--- config.mk ---
export PLATFORM = sky130hd
export DESIGN_NAME = tte_cfg
export DESIGN_NICKNAME = d
export VERILOG_FILES = /design/src/rtl/tte_pkg.sv /design/src/rtl/tte_cfg.sv
export SDC_FILE = /design/constraint.sdc
export NUM_CORES = 1
export LEC_CHECK = 0
export BUFFER_PORTS_ARGS = -buffer_cell sky130_fd_sc_hd__buf_2
export CAP_MARGIN = 40
export CELL_PAD_IN_SITES_DETAIL_PLACEMENT = 1
export CELL_PAD_IN_SITES_GLOBAL_PLACEMENT = 2
export CORE_UTILIZATION = 33
export CTS_CLUSTER_SIZE = 25
export DETAILED_ROUTE_END_ITERATION = 10
export PLACE_DENSITY_LB_ADDON = 0.1
export RECOVER_POWER = 25
export SLEW_MARGIN = 5
export SYNTH_ARGS = -nofsm -noshare
export SYNTH_HDL_FRONTEND = slang
export SYNTH_SLANG_ARGS = --single-unit
--- constraint.sdc ---
create_clock -name clk -period 7.4 [get_ports clk]
set_clock_uncertainty 0.2 [all_clocks]
set_input_delay 0.37 -clock clk [delete_from_list [all_inputs] [get_ports clk]]
set_output_delay 0.37 -clock clk [all_outputs]
set_load 0.03 [all_outputs]
--- src/rtl/tte_pkg.sv ---
// ----------------------------------------------------------------------------
// tte_pkg: shared types and constants for the target track smoother
// Register map, reset values and the configuration bundle.
// ----------------------------------------------------------------------------
package tte_pkg;

  localparam int ADDR_W     = 4;
  localparam int DATA_W     = 32;
  localparam int GAIN_W     = 16;
  localparam int JUMP_W     = 12;
  localparam int LOST_W     = 8;
  localparam int JUMP_SQ_W  = 2 * JUMP_W;
  localparam int OUT_CW     = 21;
  localparam int OUT_RW     = 20;

  // register indexes (paddr[3:2])
  localparam logic [1:0] REG_POS_GAIN   = 2'd0;
  localparam logic [1:0] REG_RAD_GAIN   = 2'd1;
  localparam logic [1:0] REG_JUMP_DIST  = 2'd2;
  localparam logic [1:0] REG_LOST_LIMIT = 2'd3;

  localparam logic [GAIN_W-1:0]    POS_GAIN_RST   = 16'd6554;
  localparam logic [GAIN_W-1:0]    RAD_GAIN_RST   = 16'd1311;
  localparam logic [JUMP_W-1:0]    JUMP_DIST_RST  = 12'd100;
  localparam logic [LOST_W-1:0]    LOST_LIMIT_RST = 8'd8;
  localparam logic [JUMP_SQ_W-1:0] JUMP_SQ_RST    = 24'd10000;

  localparam logic [LOST_W-1:0]    LOST_MAX       = 8'd255;

  typedef struct packed {
    logic [GAIN_W-1:0]    position_gain;
    logic [GAIN_W-1:0]    radius_gain;
    logic [JUMP_W-1:0]    jump_distance;
    logic [LOST_W-1:0]    lost_limit;
    logic [JUMP_SQ_W-1:0] jump_sq;      // jump_distance squared, whole pixels
  } cfg_t;

endpackage

--- src/rtl/tte_cfg.sv ---
// ----------------------------------------------------------------------------
// tte_cfg: configuration registers
// APB-style register file; also keeps the squared jump threshold.
// ----------------------------------------------------------------------------
module tte_cfg import tte_pkg::*; (
  input  logic              clk,
  input  logic              rst,
  input  logic              psel,
  input  logic              penable,
  input  logic              pwrite,
  input  logic [ADDR_W-1:0] paddr,
  input  logic [DATA_W-1:0] pwdata,
  output logic [DATA_W-1:0] prdata,
  output cfg_t              cfg
);

  logic wr_en;

  assign wr_en = psel && penable && pwrite;

  always_ff @(posedge clk) begin
    if (rst) begin
      cfg.position_gain <= POS_GAIN_RST;
      cfg.radius_gain   <= RAD_GAIN_RST;
      cfg.jump_distance <= JUMP_DIST_RST;
      cfg.lost_limit    <= LOST_LIMIT_RST;
      cfg.jump_sq       <= JUMP_SQ_RST;
    end else begin
      // square follows a write in the next cycle; the track stage is further down
      cfg.jump_sq <= JUMP_SQ_W'(cfg.jump_distance) * JUMP_SQ_W'(cfg.jump_distance);
      if (wr_en) begin
        unique case (paddr[3:2])
          REG_POS_GAIN:   cfg.position_gain <= pwdata[GAIN_W-1:0];
          REG_RAD_GAIN:   cfg.radius_gain   <= pwdata[GAIN_W-1:0];
          REG_JUMP_DIST:  cfg.jump_distance <= pwdata[JUMP_W-1:0];
          REG_LOST_LIMIT: cfg.lost_limit    <= pwdata[LOST_W-1:0];
          default: ;
        endcase
      end
    end
  end

  always_comb begin
    unique case (paddr[3:2])
      REG_POS_GAIN:   prdata = DATA_W'(cfg.position_gain);
      REG_RAD_GAIN:   prdata = DATA_W'(cfg.radius_gain);
      REG_JUMP_DIST:  prdata = DATA_W'(cfg.jump_distance);
      REG_LOST_LIMIT: prdata = DATA_W'(cfg.lost_limit);
      default:        prdata = '0;
    endcase
  end

endmodule

==> results of run 1 <==
-- cell usage in the layout (no fill, tap or decap), types with 5 or more instances in the layout --
cell / n
a21o_1: 8
a21oi_1: 45
a31oi_1: 5
and2_1: 48
buf_2: 74
buf_4: 7
clkbuf_1: 43
clkbuf_16: 9
conb_1: 17
dfxtp_1: 75
fa_1: 79
ha_1: 59
inv_1: 134
mux2i_1: 15
mux4_2: 8
nand2_1: 126
nand2b_1: 10
nand3_1: 5
nand3b_1: 17
nor2_1: 33
nor2b_1: 6
o21ai_0: 15
xnor2_1: 17
xor2_1: 6
-- worst paths after layout --
| check | slack [ns] | endpoint | start | depth (start not counted) |
|---|---|---|---|---|
| setup / recovery | 1.47 | cfg[23] | cfg[35] | 18 |
| hold / removal | 0.07 | cfg[72] | pwdata[12] | 3 |
| setup reg to reg | 1.47 | cfg[23] | cfg[35] | 18 |
| hold reg to reg | 0.28 | cfg[74] | cfg[74] | 2 |
-- kinds of logic after synthesis --
group	synth area share [%]
AO/OA/AOI/OAI	8.07
XOR/XNOR	2.88
adder cells (fa/ha/maj)	33.2
buffers and inverters	11.2
flip-flops	21.5
multiplexers	5.05
other	0.0536
AND/OR/NAND/NOR	18.0
-- critical path: cells and delay by family, from the launching register on --
kind / cells / cell delay, ns
simple gates: 3 / 0.48
flops: 1 / 0.80
fa+ha+maj: 6 / 2.84
compound gates: 3 / 0.87
xor+xnor: 1 / 0.17
buf+inv: 5 / 0.32
-- area by class of cell --
class / instances / area share, %
clock buffer: 13 / 3.14
clock inverter: 3 / 0.580
inverter: 134 / 6.30
multi-input combinational: 559 / 59.8
sequential: 75 / 18.8
tap: 270 / 4.23
timing repair buffer: 121 / 7.18
-- layer usage --
layer | part of all wire [%] | wire length (microns)
met5 | 0.060 | 12
met4 | 1.5 | 302
met3 | 4.7 | 940
met2 | 50 | 9930
met1 | 44 | 8720
-- metrics by stage --
step	hold WS [ns]	worst slack [ns]	utilization, %
2_1_floorplan	0.291	1.98	-
3_3_place_gp	0.255	1.54	37.7
6_report	0.0746	1.47	38.9
3_5_place_dp	0.270	1.52	37.7
5_1_grt	0.0854	1.03	38.9
4_1_cts	0.0658	1.47	39.2
-- where the power goes --
part	internal, mW	switching, mW	leakage [nW]
clock network	0.273	0.185	0.140
logic	0.0706	0.147	3.25
registers	0.417	0.0108	0.608
==> results.yml, run 1 <==
logic_synthesis:
  synth_ff_type: "dfxtp_1"
  yosysTopAreaCell: "fa_1"
  synth_most_common_cell: "inv_1"
  syn-cell-area_sq_mm: 0.00699
  seq_area_frac_synth_pct: 21.5
  syn_avg_cell_area_sq_um: 8.66
  yosys_register_bits: 75
  ys_warn_count: 0
  synthCells: 807
  synthTopCellsByCount: "inv_1, nand2_1, fa_1"
  synth_top_area_share_pct: 22.6
  synthArstFlopShare_pct: 0
  synth_cell_types: 45
  synth_edf_count: 0
  netlist_top_cells_area: "fa_1, dfxtp_1, ha_1"
critical_path:
  slowest_delay_ns: 0.80
  path_max_fanout: 15
  cp.arrival_ns: 5.83
  crit_type: "reg2reg"
  cp_cell_sequence: "nand2_1 > inv_1 > fa_1 > fa_1 > inv_1 > fa_1 > inv_1 > fa_1 > inv_1 > fa_1 > inv_1 > ha_1 > a21oi_1 > o211ai_1 > and3_1 > a2111o_1 > xnor2_1 > nor2_1"
  crit_slowest_cell: "dfxtp_1"
  critPathLaunchType: "flip-flop"
  critPathCaptureType: "flip-flop"
  cp.required_ns: 7.29
floorplan:
  initial_core_util_pct: 34.1
  die_x_microns: 148
  die-area_sq_mm: 0.0218
  dieHeight_microns: 148
  rows: 52
  io_pins: 149
  core_area_sq_mm: 0.0205
placed_design:
  routabilityCongestion: 0.773
  dp_hpwl_mm: 15.6
  place_area_sq_mm: 0.00774
  place.port_buffers: 113
  placed_cells: 1159
clocking:
  cts_tree: "yes"
  clk_path_buf_depth: 2
  ctsResizeCount: 0
  hold_buffers: 0
  clock_latency_ns: 0.34
  cts_root_buf: "clkbuf_16"
  cts_setup_buffers: 0
  cts.sink_count: 75
  h-tree-depth: 3
  numCtsBuffers: 9
  clk_pin_slew_worst_paths_ns: 0.06
global_routing:
  use_met3_pct: 4.29
  antenna_found_initial: 3
  grt_pass1_wl_mm: 32.6
  gr-total-overflow: 0
  first_global_vias: 6170
  top_usage_layer: "met2"
  grt_max_degree: 77
  grt_util_met2_pct: 33.7
  use_met1_pct: 23.9
  gr-usage-all-layers_pct: 19.3
drt:
  first_pass_iters: 4
  wl_per_cell_microns: 16.9
  route.detailed.drc: 0
  avgViaCountPerCell: 4.78
  totalWireLength_mm: 19.9
  initialDrtViolationCount: 193
  detail-route-antenna-nets: 0
  dr_total_vias: 5612
sta:
  hold_viol_final: 0
  tns_ns: 0
  max-slew-margin-rel_pct: -121
  setup_viol: 0
  worst_pin_slew_ns: 3.32
  rsz0062_at_grt: "false"
  final_max_slew_viol_count: 77
  min_period_ns: 5.93
  fin_crit_sh_pct: 80.2
  fmax_mhz: 168
power:
  ir_drop_v: 0.0000864
  p_per_area_mw_per_mm2: 138
  finalPower_mw: 1.10
  leakagePower_nw: 4.00
layout:
  drive_gt1_share_pct: 12.5
  largest_register: "cfg"
  area_growth_pct: 14.2
  num_antenna_cells: 0
  layout.cells.non_filler: 1175
  fillers: 2526
  regArea_sq_mm: 0.00150
  nets: 1079
  multi_input_area_sq_mm: 0.00477
  largest_reg_flops: 75
  finalInstanceArea_sq_mm: 0.00798
  reg_top3: "cfg: 75 flops"
status:
  failed_checks: "max-capacitance violations, max-slew violations"
  status: "finished, violations left"
flow_run:
  max-cap-violations: 1
worst_hold_path:
  min_path_type: "in2reg"
No activity file was read; power rests on OpenSTA's default activity.
==> run 2, diff against run 1 <==
ABC_AREA = 1   (was unset)
CORE_UTILIZATION = 31   (was 33)
clock period = 5.84 ns   (was 7.4 ns; I/O delays follow)
==> run 2 against run 1 <==
Net effect:
- the run now ends clean
- combinational power rose by 84%
- die area rose by 8.1%
- via count rose by 9.0%
- clock power rose by 36%
- cell count rose by 17%
- power rose by 43%
- critical path type unchanged
- critical endpoint is now cfg[19]
- largest cell class unchanged
- highest routed layer is now met4
==> results.yml, run 2 <==
status:
  status: "finished, final reports clean"
logic_synthesis:
  seq_area_frac_synth_pct: 21.1
  yosys_register_bits: 75
  synth_most_common_cell: "nand2_1"
  synth_top_area_share_pct: 22.3
  ys_warn_count: 0
  syn_avg_cell_area_sq_um: 7.35
  synth_cell_types: 37
  synth_ff_type: "dfxtp_1"
  netlist_top_cells_area: "fa_1, dfxtp_1, nand2_1"
  syn-cell-area_sq_mm: 0.00711
  synthCells: 967
  synth_edf_count: 0
  yosysTopAreaCell: "fa_1"
  synthTopCellsByCount: "nand2_1, inv_1, nor2_1"
  synthArstFlopShare_pct: 0
critical_path:
  ff2ff_path_depth: 22
  r2r-start: "cfg[35]"
  crit_start: "cfg[35]"
  rr_endpoint: "cfg[19]"
  cp.required_ns: 5.89
  crit_slowest_cell: "dfxtp_1"
  rrSetupSlack_ns: 0.63
  cp_cell_sequence: "nand2_1 > inv_1 > fa_1 > fa_1 > inv_1 > fa_1 > inv_1 > fa_1 > inv_1 > fa_1 > inv_1 > ha_1 > nand2_1 > inv_1 > nand2_1 > inv_1 > nand2_1 > nand3_1 > nand2_1 > nand3_1 > nand2_1 > nor2_1"
  path_max_fanout: 15
  critPathCaptureType: "flip-flop"
  slowest_delay_ns: 0.76
  critPathLaunchType: "flip-flop"
  endpoint: "cfg[19]"
  cp_common_cell: "inv_1"
  crit_type: "reg2reg"
  cp.arrival_ns: 5.25
floorplan:
  core_area_sq_mm: 0.0226
  dieHeight_microns: 153
  io_pins: 149
  die-area_sq_mm: 0.0235
  die_x_microns: 153
  initial_core_util_pct: 31.5
  rows: 55
clocking:
  cts.sink_count: 75
  clk_path_buf_depth: 2
  h-tree-depth: 3
  ctsResizeCount: 0
  cts_root_buf: "clkbuf_16"
  clock_latency_ns: 0.36
  numCtsBuffers: 9
  cts_tree: "yes"
  clk_pin_slew_worst_paths_ns: 0.07
drt:
  first_pass_iters: 4
  dr_total_vias: 6115
  detail-route-antenna-nets: 0
  initialDrtViolationCount: 123
  totalWireLength_mm: 20.2
  wl_per_cell_microns: 14.7
  route.detailed.drc: 0
  avgViaCountPerCell: 4.45
layout:
  multi_input_area_sq_mm: 0.00458
  utilization_pct: 36.8
  layout_common_cells: "nand2_1, inv_1, nor2_1"
  num_antenna_cells: 0
  nets: 1263
  fillers: 2909
  reg_top3: "cfg: 75 flops"
  finalInstanceArea_sq_mm: 0.00830
  regArea_sq_mm: 0.00150
  largest_register: "cfg"
  drive_gt1_share_pct: 11.8
  layout.cells.most_common: "nand2_1"
  layout.cells.non_filler: 1374
  area_growth_pct: 16.7
  largest_reg_flops: 75
flow_run:
  max-cap-violations: 0
sta:
  holdWs_ns: 0.00718
  max-slew-margin-rel_pct: 51.5
  layout_setup_ws_ns: 0.631
  tns_ns: 0
  hold_viol_final: 0
  min_period_ns: 5.21
  rsz0062_at_grt: "false"
  fin_crit_sh_pct: 89.2
  final_max_slew_viol_count: 0
  setup_viol: 0
  fmax_mhz: 192
  worst_pin_slew_ns: 0.728
global_routing:
  gr-total-overflow: 0
  first_global_vias: 6473
  grt_pass1_wl_mm: 33.5
  grt_max_degree: 67
  gr-usage-all-layers_pct: 18.1
  antenna_found_initial: 0
power:
  finalPower_mw: 1.57
  leakagePower_nw: 4.71
  ir_drop_v: 0.000156
  p_per_area_mw_per_mm2: 189
placed_design:
  routabilityCongestion: 0.774
  dp_slack_ns: 0.579
  placed_cells: 1348
  place_area_sq_mm: 0.00793
  place.port_buffers: 113
  dp_hpwl_mm: 16.0
worst_hold_path:
  min_path_type: "in2reg"
[run 2: layout make-up]
cell class                 instances  share of cell area (%)
clock buffer                       9                    2.71
sequential                        75                    18.1
clock inverter                     7                    1.13
timing repair buffer             135                    8.58
inverter                         220                    10.0
multi-input combinational        643                    55.2
tap                              285                    4.30
[run 2: cells by family after synthesis]
logic type	after synthesis	share of synthesized area (%)
compound gates	90	7.29
xor+xnor	8	0.986
fa+ha+maj	138	32.6
buf+inv	265	15.3
flops	75	21.1
mux	1	0.158
other cells	1	0.0528
simple gates	389	22.4
[run 2: worst max-delay path: cells and delay by family (launching register included)]
family	cells	cell delay, ns
and+or+nand+nor	9	0.96
buffers and inverters	7	0.42
DFF	1	0.76
adders and majority gates	6	2.75
[run 2: per-layer routing]
layer / vias up / track usage, % / share of wire (%)
met5: - / 0 / 0
met4: 0 / 5.10 / 1.3
met3: 14 / 3.43 / 4.2
met2: 110 / 30.5 / 46
met1: 2895 / 23.6 / 49
li1: 3096 / - / -
[run 2: repair_timing]
item | CTS | global route
setup endpoints to repair | 0 | 0
hold buffers | 10 | 0
hold endpoints to repair | 15 | 0
buffers inserted | 0 | 0
[run 2: worst min-delay path by stage]
stage | from | to | cells after the start
floorplan | pwdata[0] | cfg[44] | 2
global placement | cfg[44] | cfg[44] | 2
detailed placement | cfg[68] | cfg[68] | 2
CTS | pwdata[7] | cfg[67] | 3
global route | pwdata[7] | cfg[67] | 3
finish | pwdata[7] | cfg[67] | 3
[run 2: where the power goes]
group / internal [mW] / total [mW] / switching [mW]
clock network: 0.345 / 0.622 / 0.278
registers: 0.535 / 0.549 / 0.0133
logic: 0.121 / 0.401 / 0.280
total: 1.00 / 1.57 / 0.571
