## src/rtl/tte_pkg.sv

```systemverilog
// ----------------------------------------------------------------------------
// tte_pkg: shared types and constants for the target track smoother
// Register map, reset values and the configuration bundle.
// ----------------------------------------------------------------------------
package tte_pkg;

  localparam int ADDR_W     = 4;
  localparam int DATA_W     = 32;
  localparam int GAIN_W     = 16;
  localparam int JUMP_W     = 12;
  localparam int LOST_W     = 8;
  localparam int JUMP_SQ_W  = 2 * JUMP_W;
  localparam int OUT_CW     = 21;
  localparam int OUT_RW     = 20;

  // register indexes (paddr[3:2])
  localparam logic [1:0] REG_POS_GAIN   = 2'd0;
  localparam logic [1:0] REG_RAD_GAIN   = 2'd1;
  localparam logic [1:0] REG_JUMP_DIST  = 2'd2;
  localparam logic [1:0] REG_LOST_LIMIT = 2'd3;

  localparam logic [GAIN_W-1:0]    POS_GAIN_RST   = 16'd6554;
  localparam logic [GAIN_W-1:0]    RAD_GAIN_RST   = 16'd1311;
  localparam logic [JUMP_W-1:0]    JUMP_DIST_RST  = 12'd100;
  localparam logic [LOST_W-1:0]    LOST_LIMIT_RST = 8'd8;
  localparam logic [JUMP_SQ_W-1:0] JUMP_SQ_RST    = 24'd10000;

  localparam logic [LOST_W-1:0]    LOST_MAX       = 8'd255;

  typedef struct packed {
    logic [GAIN_W-1:0]    position_gain;
    logic [GAIN_W-1:0]    radius_gain;
    logic [JUMP_W-1:0]    jump_distance;
    logic [LOST_W-1:0]    lost_limit;
    logic [JUMP_SQ_W-1:0] jump_sq;      // jump_distance squared, whole pixels
  } cfg_t;

endpackage

```

## src/rtl/tte_ema.sv

```systemverilog
// ----------------------------------------------------------------------------
// tte_ema: one EMA step
// new = (m*g + s*(65536-g) + 32768) >> 16, computed as s + ((m-s)*g + 32768) >>> 16.
// ----------------------------------------------------------------------------
module tte_ema import tte_pkg::*; #(
  parameter int W = 21
) (
  input  logic [W-1:0]      meas,
  input  logic [W-1:0]      old,
  input  logic [GAIN_W-1:0] gain,
  output logic [W-1:0]      result
);

  localparam int PW = W + GAIN_W + 2;
  localparam logic signed [PW-1:0] HALF = PW'(1) <<< (GAIN_W - 1);

  logic signed [W:0]    diff;
  logic signed [PW-1:0] prod;
  logic signed [PW-1:0] step;
  logic signed [PW-1:0] sum;

  always_comb begin
    diff   = $signed({1'b0, meas}) - $signed({1'b0, old});
    prod   = PW'(diff) * $signed(PW'({1'b0, gain}));
    step   = (prod + HALF) >>> GAIN_W;
    sum    = $signed(PW'(old)) + step;
    // lands between old and meas, so it fits in W bits
    result = sum[W-1:0];
  end

endmodule

```

## config.mk

```make
export PLATFORM = sky130hd
export DESIGN_NAME = tte_ema
export DESIGN_NICKNAME = d
export VERILOG_FILES = /design/src/rtl/tte_pkg.sv /design/src/rtl/tte_ema.sv
export SDC_FILE = /design/constraint.sdc
export NUM_CORES = 1
export LEC_CHECK = 0
export ABC_AREA = 1
export BUFFER_PORTS_ARGS = -buffer_cell sky130_fd_sc_hd__buf_2
export CORE_ASPECT_RATIO = 0.9
export CORE_MARGIN = 5
export CORE_UTILIZATION = 29
export DETAILED_ROUTE_END_ITERATION = 10
export SLEW_MARGIN = 20
export SYNTH_ARGS = -nofsm -noshare
export SYNTH_HDL_FRONTEND = slang
export SYNTH_SLANG_ARGS = --single-unit
```

## constraint.sdc

```tcl
create_clock -name vclk -period 21.7
set_clock_uncertainty 0.15 [all_clocks]
set_input_delay 3.255 -clock vclk [all_inputs]
set_output_delay 3.255 -clock vclk [all_outputs]
set_load 0.02 [all_outputs]
```

==> results.md, run 1 <==
- Status: completed
- Die height: 229.8 um
- Sequential fraction of the synthesis area: 0
- RD Place Congestion: just over 1
- # rows: 80
- Routed len/inst: 17.22 um
- Via count: 13138
- Crit end category: primary output
- RSZ-0062 raised after global routing: false
- Vias per cell: about 4.8
- Cell mode on critical path: nand2_1
- Synth warnings: 0
- Register Area: 0 um2
- Post-synth net total: roughly 2600
- I/O Buffers: 79
- Initial antenna violation count: 0
- Most frequent cells after synthesis: 563 x inv_1, 338 x fa_1, 255 x nand2_1, 238 x nor2_1, 152 x ha_1
- Max incr delay on CP: 810 ps
- Hold Path Cell Cnt: 3
- Total I/O pin count: 79
- Fraction of layout cells with a size suffix above 1: 0.08527
- CTS Hold Buffers Added: 0
- Hold Crit Class: input pin to primary output
- # resized after CTS: 0
- Hold Vio Cnt, Final: 0
- Max cap viols: 0
- Kind of critical path: input pin to primary output
- Nets: 2614
- Sequential cell count: 0
- Yosys cell types: 52
- Worst-margin pin slew: 1056 ps
- Grt ovf: 0
- Syn avg cell area: about 7.7 um2
- Synth top area cells: fa_1 43%, inv_1 14%, ha_1 12%, nand2_1 6.2%, nor2_1 5.7%
- Slew margin rel.: 0.2962
- # clk buffers: 0
- Antenna Cells: 0
- Min Clock Period, post-route: 16410 ps
- # DRC: 0
- Initial Utilization: 0.2933
- Critical path arrival: 13010 ps
- Post-synth top area cell: fa_1
- Maximum number of pins on one net before global-route repair: 23
- Hold_sp: old[0]
- Area grow syn2layout: 7.027%
- Starting DRT DRC Count: 1040
- First-pass GRT wire length: 75090 um
- Fin. max-slew vios: 0
- Hold path endpoint: result[0]
- Vias in the first global route: 13573
- Post-CTS Setup Inserts: 0
- WL final: 47540 um
- Syn Inst Count: 2021
- TNS Setup: 0 ps
- Tcrit/Tclk final: 0.7564
- GRT Total Usage: 0.1612
- Pre-Repair DR Iteration Count: 6
- Dpl hpwl: 42000 um
- Most frequent cell after synthesis: inv_1
- CP Buf/Inv Count: 8
- Post-Syn Area: 0.01556 mm2
- Yosys top cell area share: 0.4348
- CP delay by family, top: adder cells
- Die Width: 254.2 um
- Core area: 0.05305 mm2
- Detail Route Antenna Nets: 0
- Crit path max fanout: 11
- Crit path required time: ~18000 ps
- Critical Path Source Type: input pin
- CP max-delay cell: a21oi_1
- Highest clock rate: 60.92 MHz
- # setup viols final: 0
- Die area: 0.05840 mm2
-- cell families after synthesis --
group / synth area share
AND/OR/NAND/NOR: 0.2008
buffers and inverters: 0.1542
adder cells (fa/ha/maj): 0.5570
AO/OA/AOI/OAI: 0.06062
XOR/XNOR: 0.02734
-- layout make-up --
cell class | count | area [um2]
multi-input cells | 1401 | 13160
repair buffers | 88 | 462.9
fillers | 5790 | 36390
well taps | 697 | 872.1
inverters | 575 | 2158
-- layer usage --
layer | part of all wire | wire length (um) | vias up | track usage
li1 | - | - | 6055 | -
met3 | 0.093 | 4401 | 67 | 0.03740
met2 | 0.44 | 20780 | 482 | 0.2474
met1 | 0.44 | 21070 | 6534 | 0.2335
met4 | 0.027 | 1292 | 0 | 0.03238
met5 | 0 | 0 | - | 0
-- through the flow --
step                      cells    util  setup WS [ps]  hold slack [ps]  instance area (um2)
final                      2761  0.3140           5285             6721                16660
after global routing       2761  0.3140           4811             6746                16660
after CTS                  2761  0.3140           5467             6729                16660
after detailed placement   2761  0.3140           5515             6728                16660
after global placement     2761  0.3140           5447             6727                16660
after floorplan            2021       -           7452             6570                15560
-- worst max path at each step --
stage             from         end  slack [ps]  cells past startpoint
2_1_floorplan  meas[0]  result[16]        7450                     40
3_3_place_gp   old[20]  result[20]        5450                     36
3_5_place_dp   old[20]  result[20]        5520                     36
4_1_cts        old[20]  result[20]        5470                     36
5_1_grt        old[20]  result[20]        4810                     37
6_report       old[20]  result[20]        5290                     37
-- placed cells by master, fill, tap and decap left out, types with 8 or more instances in the layout --
master,Yosys,layout
nor2_2,33,33
or2_2,11,11
o21ai_0,39,39
buf_4,2,9
nor3_1,8,8
nand2_1,255,255
nand2_2,14,14
nand3_1,94,94
inv_1,563,563
a31oi_1,11,11
buf_2,16,79
xor2_1,29,29
a21o_1,11,11
ha_1,152,152
xnor2_1,14,14
nor2_1,238,238
nand4_1,18,18
a21oi_1,75,75
fa_1,338,338
Power of run 1 is left out: the tool's default activity adds up to more than one toggle a clock period on the data nets, which glitch-free logic cannot reach.
==> run 2: changes to the inputs <==
==> constraint.sdc (replaced) <==
create_clock -name vclk -period 16.1
set_clock_uncertainty 0.15 [all_clocks]
set_input_delay 2.415 -clock vclk [all_inputs]
set_output_delay 2.415 -clock vclk [all_outputs]
set_load 0.02 [all_outputs]
==> run 2 against run 1 <==
- setup slack got worse by 4000 ps
- largest cell class unchanged
- final cell count unchanged
- sequential share of layout area did not move
==> results.md, run 2 (synthesis gave the netlist of run 1 again) <==
- Status: completed
- GRT Total Usage: 0.1610 (about the same)
- Die area: 0.05840 mm2 (unchanged)
- Initial Utilization: 0.2933 (unchanged)
- Hold Crit Class: input pin to primary output
- Starting DRT DRC Count: 924 (-11%)
- Met1 usage: 0.2331 (-0.0004032)
- Maximum number of pins on one net before global-route repair: 23 (unchanged)
- Routed len/inst: 17.21 um (about the same)
- Kind of critical path: input pin to primary output
- Most frequent cells in the layout: 563 x inv_1, 338 x fa_1, 255 x nand2_1
- # setup viols final: 0 (unchanged)
- Die height: 229.8 um (unchanged)
- Crit path required time: 13540 ps (-4760 ps)
- CP max-delay cell: a21oi_1
- Die Width: 254.2 um (unchanged)
- Via count: 13263 (+0.95%)
- Total I/O pin count: 79 (unchanged)
- # DRC: 0 (unchanged)
- Initial antenna violation count: 0 (unchanged)
- Max cap viols: 0 (unchanged)
- Vias in the first global route: 13781 (+1.5%)
- Critical Path Source Type: input pin
- Dpl hpwl: 42000 um (about the same)
- WL final: 47510 um (about the same)
- Core area: 0.05305 mm2 (unchanged)
- Vias per cell: 4.804 (+0.95%)
- Antenna Cells: 0 (unchanged)
- Worst-margin pin slew: 1068 ps (+12.21 ps)
- First-pass GRT wire length: 75170 um (+0.11%)
- Crit end category: primary output
- Cell mode on critical path: nand2_1
- Grt ovf: 0 (unchanged)
- Fraction of layout cells with a size suffix above 1: 0.08527 (unchanged)
- Setup crit end: result[20]
- Fin. max-slew vios: 0 (unchanged)
- Nets: 2614 (unchanged)
- CTS Hold Buffers Added: 0 (unchanged)
- Area grow syn2layout: 7.027% (unchanged)
- # rows: 80 (unchanged)
- Detail Route Antenna Nets: 0 (unchanged)
- Register Area: 0 um2 (unchanged)
- # clk buffers: 0 (unchanged)
- Most common cell after layout, fill and taps aside: inv_1
- Pre-Repair DR Iteration Count: 6 (unchanged)
- Max incr delay on CP: 820 ps (about the same)
- # resized after CTS: 0 (unchanged)
- Tcrit/Tclk final: 0.9195
- Critical path arrival: 12240 ps (-770 ps)
- Post-CTS Setup Inserts: 0 (unchanged)
- Crit path from: old[20]
- RSZ-0062 raised after global routing: false
- Busiest grt layer: met2
- Highest clock rate: 67.55 MHz
- Crit path max fanout: 11 (unchanged)
- GR Layer Usage met3: 0.02768 (-0.009718)
- Global Route met2 Usage: 0.2524 (+0.005013)
- Min Clock Period, post-route: 14800 ps
- Slew margin rel.: 0.2881 (-0.008139)
- Sequential cell count: 0 (unchanged)
- TNS Setup: 0 ps (unchanged)
- I/O Buffers: 79 (unchanged)
- Hold Vio Cnt, Final: 0 (unchanged)
- RD Place Congestion: 1.032 (+2.6%)
==> run 2: cell counts in the layout (fill, tap and decap cells not counted) <==
No cell type changed its count.
==> run 2: cell type report <==
type | instances | area [um2]
multi-input cells | 1401 | 13160
well taps | 697 | 872.1
fillers | 5792 | 36390
repair buffers | 88 | 462.9
inverters | 575 | 2158
==> run 2: worst max-delay path, delay by kind of cell <==
kind | cells | cell delay (ps)
buffers and inverters | 8 | 890
AO/OA/AOI/OAI | 6 | 2130
AND/OR/NAND/NOR | 14 | 2590
adder cells (fa/ha/maj) | 9 | 4210
==> run 2: worst min-delay path by stage <==
stage	start	endpoint	cells after the start
finish	old[0]	result[0]	3
global route	old[0]	result[0]	3
global placement	old[0]	result[0]	3
CTS	old[0]	result[0]	3
floorplan	old[0]	result[0]	1
detailed placement	old[0]	result[0]	3
==> run 2: layer usage <==
layer,vias up,routed length [um]
met5,-,0
met4,0,1323
li1,6062,-
met2,441,21120
met1,6688,21590
met3,72,3477
==> run 2: through the flow <==
step | instances | util | hold slack [ps] | cell area (um2) | setup WS, ps
finish | 2761 | 0.3140 | 5042 | 16660 | 1296
global route | 2761 | 0.3140 | 5080 | 16660 | 835.1
CTS | 2761 | 0.3140 | 5047 | 16660 | 1529
detailed placement | 2761 | 0.3140 | 5050 | 16660 | 1581
global placement | 2761 | 0.3140 | 5048 | 16660 | 1495
floorplan | 2021 | - | 4890 | 15560 | 3532
Power of run 2 is left out for the same reason.
==> run 3: changes to the inputs <==
--- a/config.mk
+++ b/config.mk
@@ -5,7 +5,6 @@
 export SDC_FILE = /design/constraint.sdc
 export NUM_CORES = 1
 export LEC_CHECK = 0
-export ABC_AREA = 1
 export BUFFER_PORTS_ARGS = -buffer_cell sky130_fd_sc_hd__buf_2
 export CORE_ASPECT_RATIO = 0.9
 export CORE_MARGIN = 5
==> run 3 against run 2 <==
- sequential share of layout area is the same
- global-route usage fell by 1.1 points
- via count fell by 4.3%
- hold slack improved by 49 ps
- largest cell class unchanged
- highest routed layer unchanged
==> results.md, run 3 <==
- Critical path arrival: 12990 ps (+750 ps)
- Yosys cell types: 61 (+17%)
- Crit path max fanout: 8 (-3)
- Crit path required time: 13540 ps (about the same)
- Most frequent cells in the layout: 483 x inv_1, 338 x fa_1, 152 x ha_1
- Vias in the first global route: 13353 (-3.1%)
- Kind of critical path: input pin to primary output
- Post-synth top area cell: fa_1
- Max incr delay on CP: 720 ps (-100 ps)
- Hold Crit Class: input pin to primary output
- Area grow syn2layout: 7.379%
- Fin. max-slew vios: 0 (unchanged)
- # rows: 81 (+1.3%)
- Die height: 232.6 um (+1.3%)
- # DRC: 0 (unchanged)
- Min Clock Period, post-route: 15550 ps (+748.3 ps)
- RSZ-0062 raised after global routing: false
- Min Hold Slack: 5091 ps (+49.38 ps)
- Crit path from: old[1]
- Most frequent cell after synthesis: inv_1
- RD Place Congestion: 0.8785 (-15%)
- Initial Utilization: 0.2935 (about the same)
- Crit end category: primary output
- Routed len/inst: 17.35 um (+0.84%)
- First-pass GRT wire length: 72770 um (-3.2%)
- Dpl hpwl: 37690 um (-10%)
- Most frequent cells after synthesis: 483 x inv_1, 338 x fa_1, 152 x ha_1, 149 x nand2_1, 133 x and2_1
- Vias per cell: 4.847 (+0.89%)
- Max cap viols: 0 (unchanged)
- Syn avg cell area: 8.433 um2 (+9.5%)
- Detail Route Antenna Nets: 0 (unchanged)
- Setup crit end: result[20]
- Worst-margin pin slew: 1061 ps (-6.628 ps)
- Hold Vio Cnt, Final: 0 (unchanged)
- CTS Hold Buffers Added: 0 (unchanged)
- Nets: 2463 (-5.8%)
- Die area: 0.05988 mm2 (+2.5%)
- Sequential fraction of the synthesis area: 0 (unchanged)
- WL final: 45450 um (-4.3%)
- Total I/O pin count: 79 (unchanged)
- Sequential cell count: 0 (unchanged)
- Tcrit/Tclk final: 0.9660 (+0.04648)
- Fraction of layout cells with a size suffix above 1: 0.07057 (-0.01470)
- Syn Inst Count: 1894 (-6.3%)
- Final Util: 0.3151 (+0.001186)
- Slew margin rel.: 0.2874 (-0.0006660)
- Cell mode on critical path: fa_1
- Synth warnings: 0 (unchanged)
- Core area: 0.05442 mm2 (+2.6%)
- Starting DRT DRC Count: 912 (-1.3%)
- Status: completed
- I/O Buffers: 79 (unchanged)
- Initial antenna violation count: 1 (+1)
- Post-CTS Setup Inserts: 0 (unchanged)
- Highest clock rate: 64.30 MHz (-4.8%)
- Critical Path Source Type: input pin
- Post-synth net total: 2442 (-4.9%)
- Die Width: 257.4 um (+1.3%)
- Pre-Repair DR Iteration Count: 5 (-1)
- Yosys top cell area share: 0.4236 (-0.01117)
- # clk buffers: 0 (unchanged)
- # resized after CTS: 0 (unchanged)
- Post-Syn Area: 0.01597 mm2 (+2.6%)
- Register Area: 0 um2 (unchanged)
- Maximum number of pins on one net before global-route repair: 41 (+78%)
- Most common cell after layout, fill and taps aside: inv_1
- Via count: 12693 (-4.3%)
- Synth top area cells: fa_1 42%, ha_1 12%, inv_1 11%, and2_1 5.2%, nand2_1 3.5%
- GRT Total Usage: 0.1501 (-0.01096)
- Grt ovf: 0 (unchanged)
- # setup viols final: 0 (unchanged)
- TNS Setup: 0 ps (unchanged)
- CP max-delay cell: xnor2_1
run 3: worst max-delay path, delay by kind of cell:
family / cells / cell delay, ps
simple gates: 5 / 840
buf+inv: 7 / 640
xor+xnor: 3 / 1360
fa+ha+maj: 9 / 3690
compound gates: 14 / 4040
run 3: through the flow:
step	cells	area (um2)	setup slack, ps
6_report	2619	17150	548.2
5_1_grt	2618	17150	39.80
4_1_cts	2618	17150	567.7
3_5_place_dp	2618	17150	601.3
3_3_place_gp	2618	17150	756.7
2_1_floorplan	1894	15970	1541
run 3: cells by family after synthesis:
| family | synth area share |
|---|---|
| muxes | 0.02099 |
| adders and majority gates | 0.5427 |
| buffers and inverters | 0.1358 |
| AOI/OAI and AO/OA | 0.07207 |
| and+or+nand+nor | 0.1942 |
| xor gates and xnor gates | 0.03431 |
run 3: worst min path at each step:
stage                     startpoint         to  slack (ps)  cells after the start
after detailed placement      old[0]  result[0]        5080                      3
final                         old[0]  result[0]        5090                      3
after CTS                     old[0]  result[0]        5080                      3
after global placement        old[0]  result[0]        5050                      3
after global routing          old[0]  result[0]        5110                      3
after floorplan               old[0]  result[0]        4890                      1
run 3: final cells by class:
cell class	instances	area, um2
Multi-Input combinational cell	1318	13810
Tap cell	705	882.1
Antenna cell	1	2.502
Timing Repair Buffer	112	643.1
Inverter	483	1813
Fill cell	5701	37270
run 3: metal layers:
layer	share of wire	GRT usage
met1	0.43	0.2066
met2	0.47	0.2536
met3	0.067	0.01986
met4	0.027	0.03387
met5	0	0
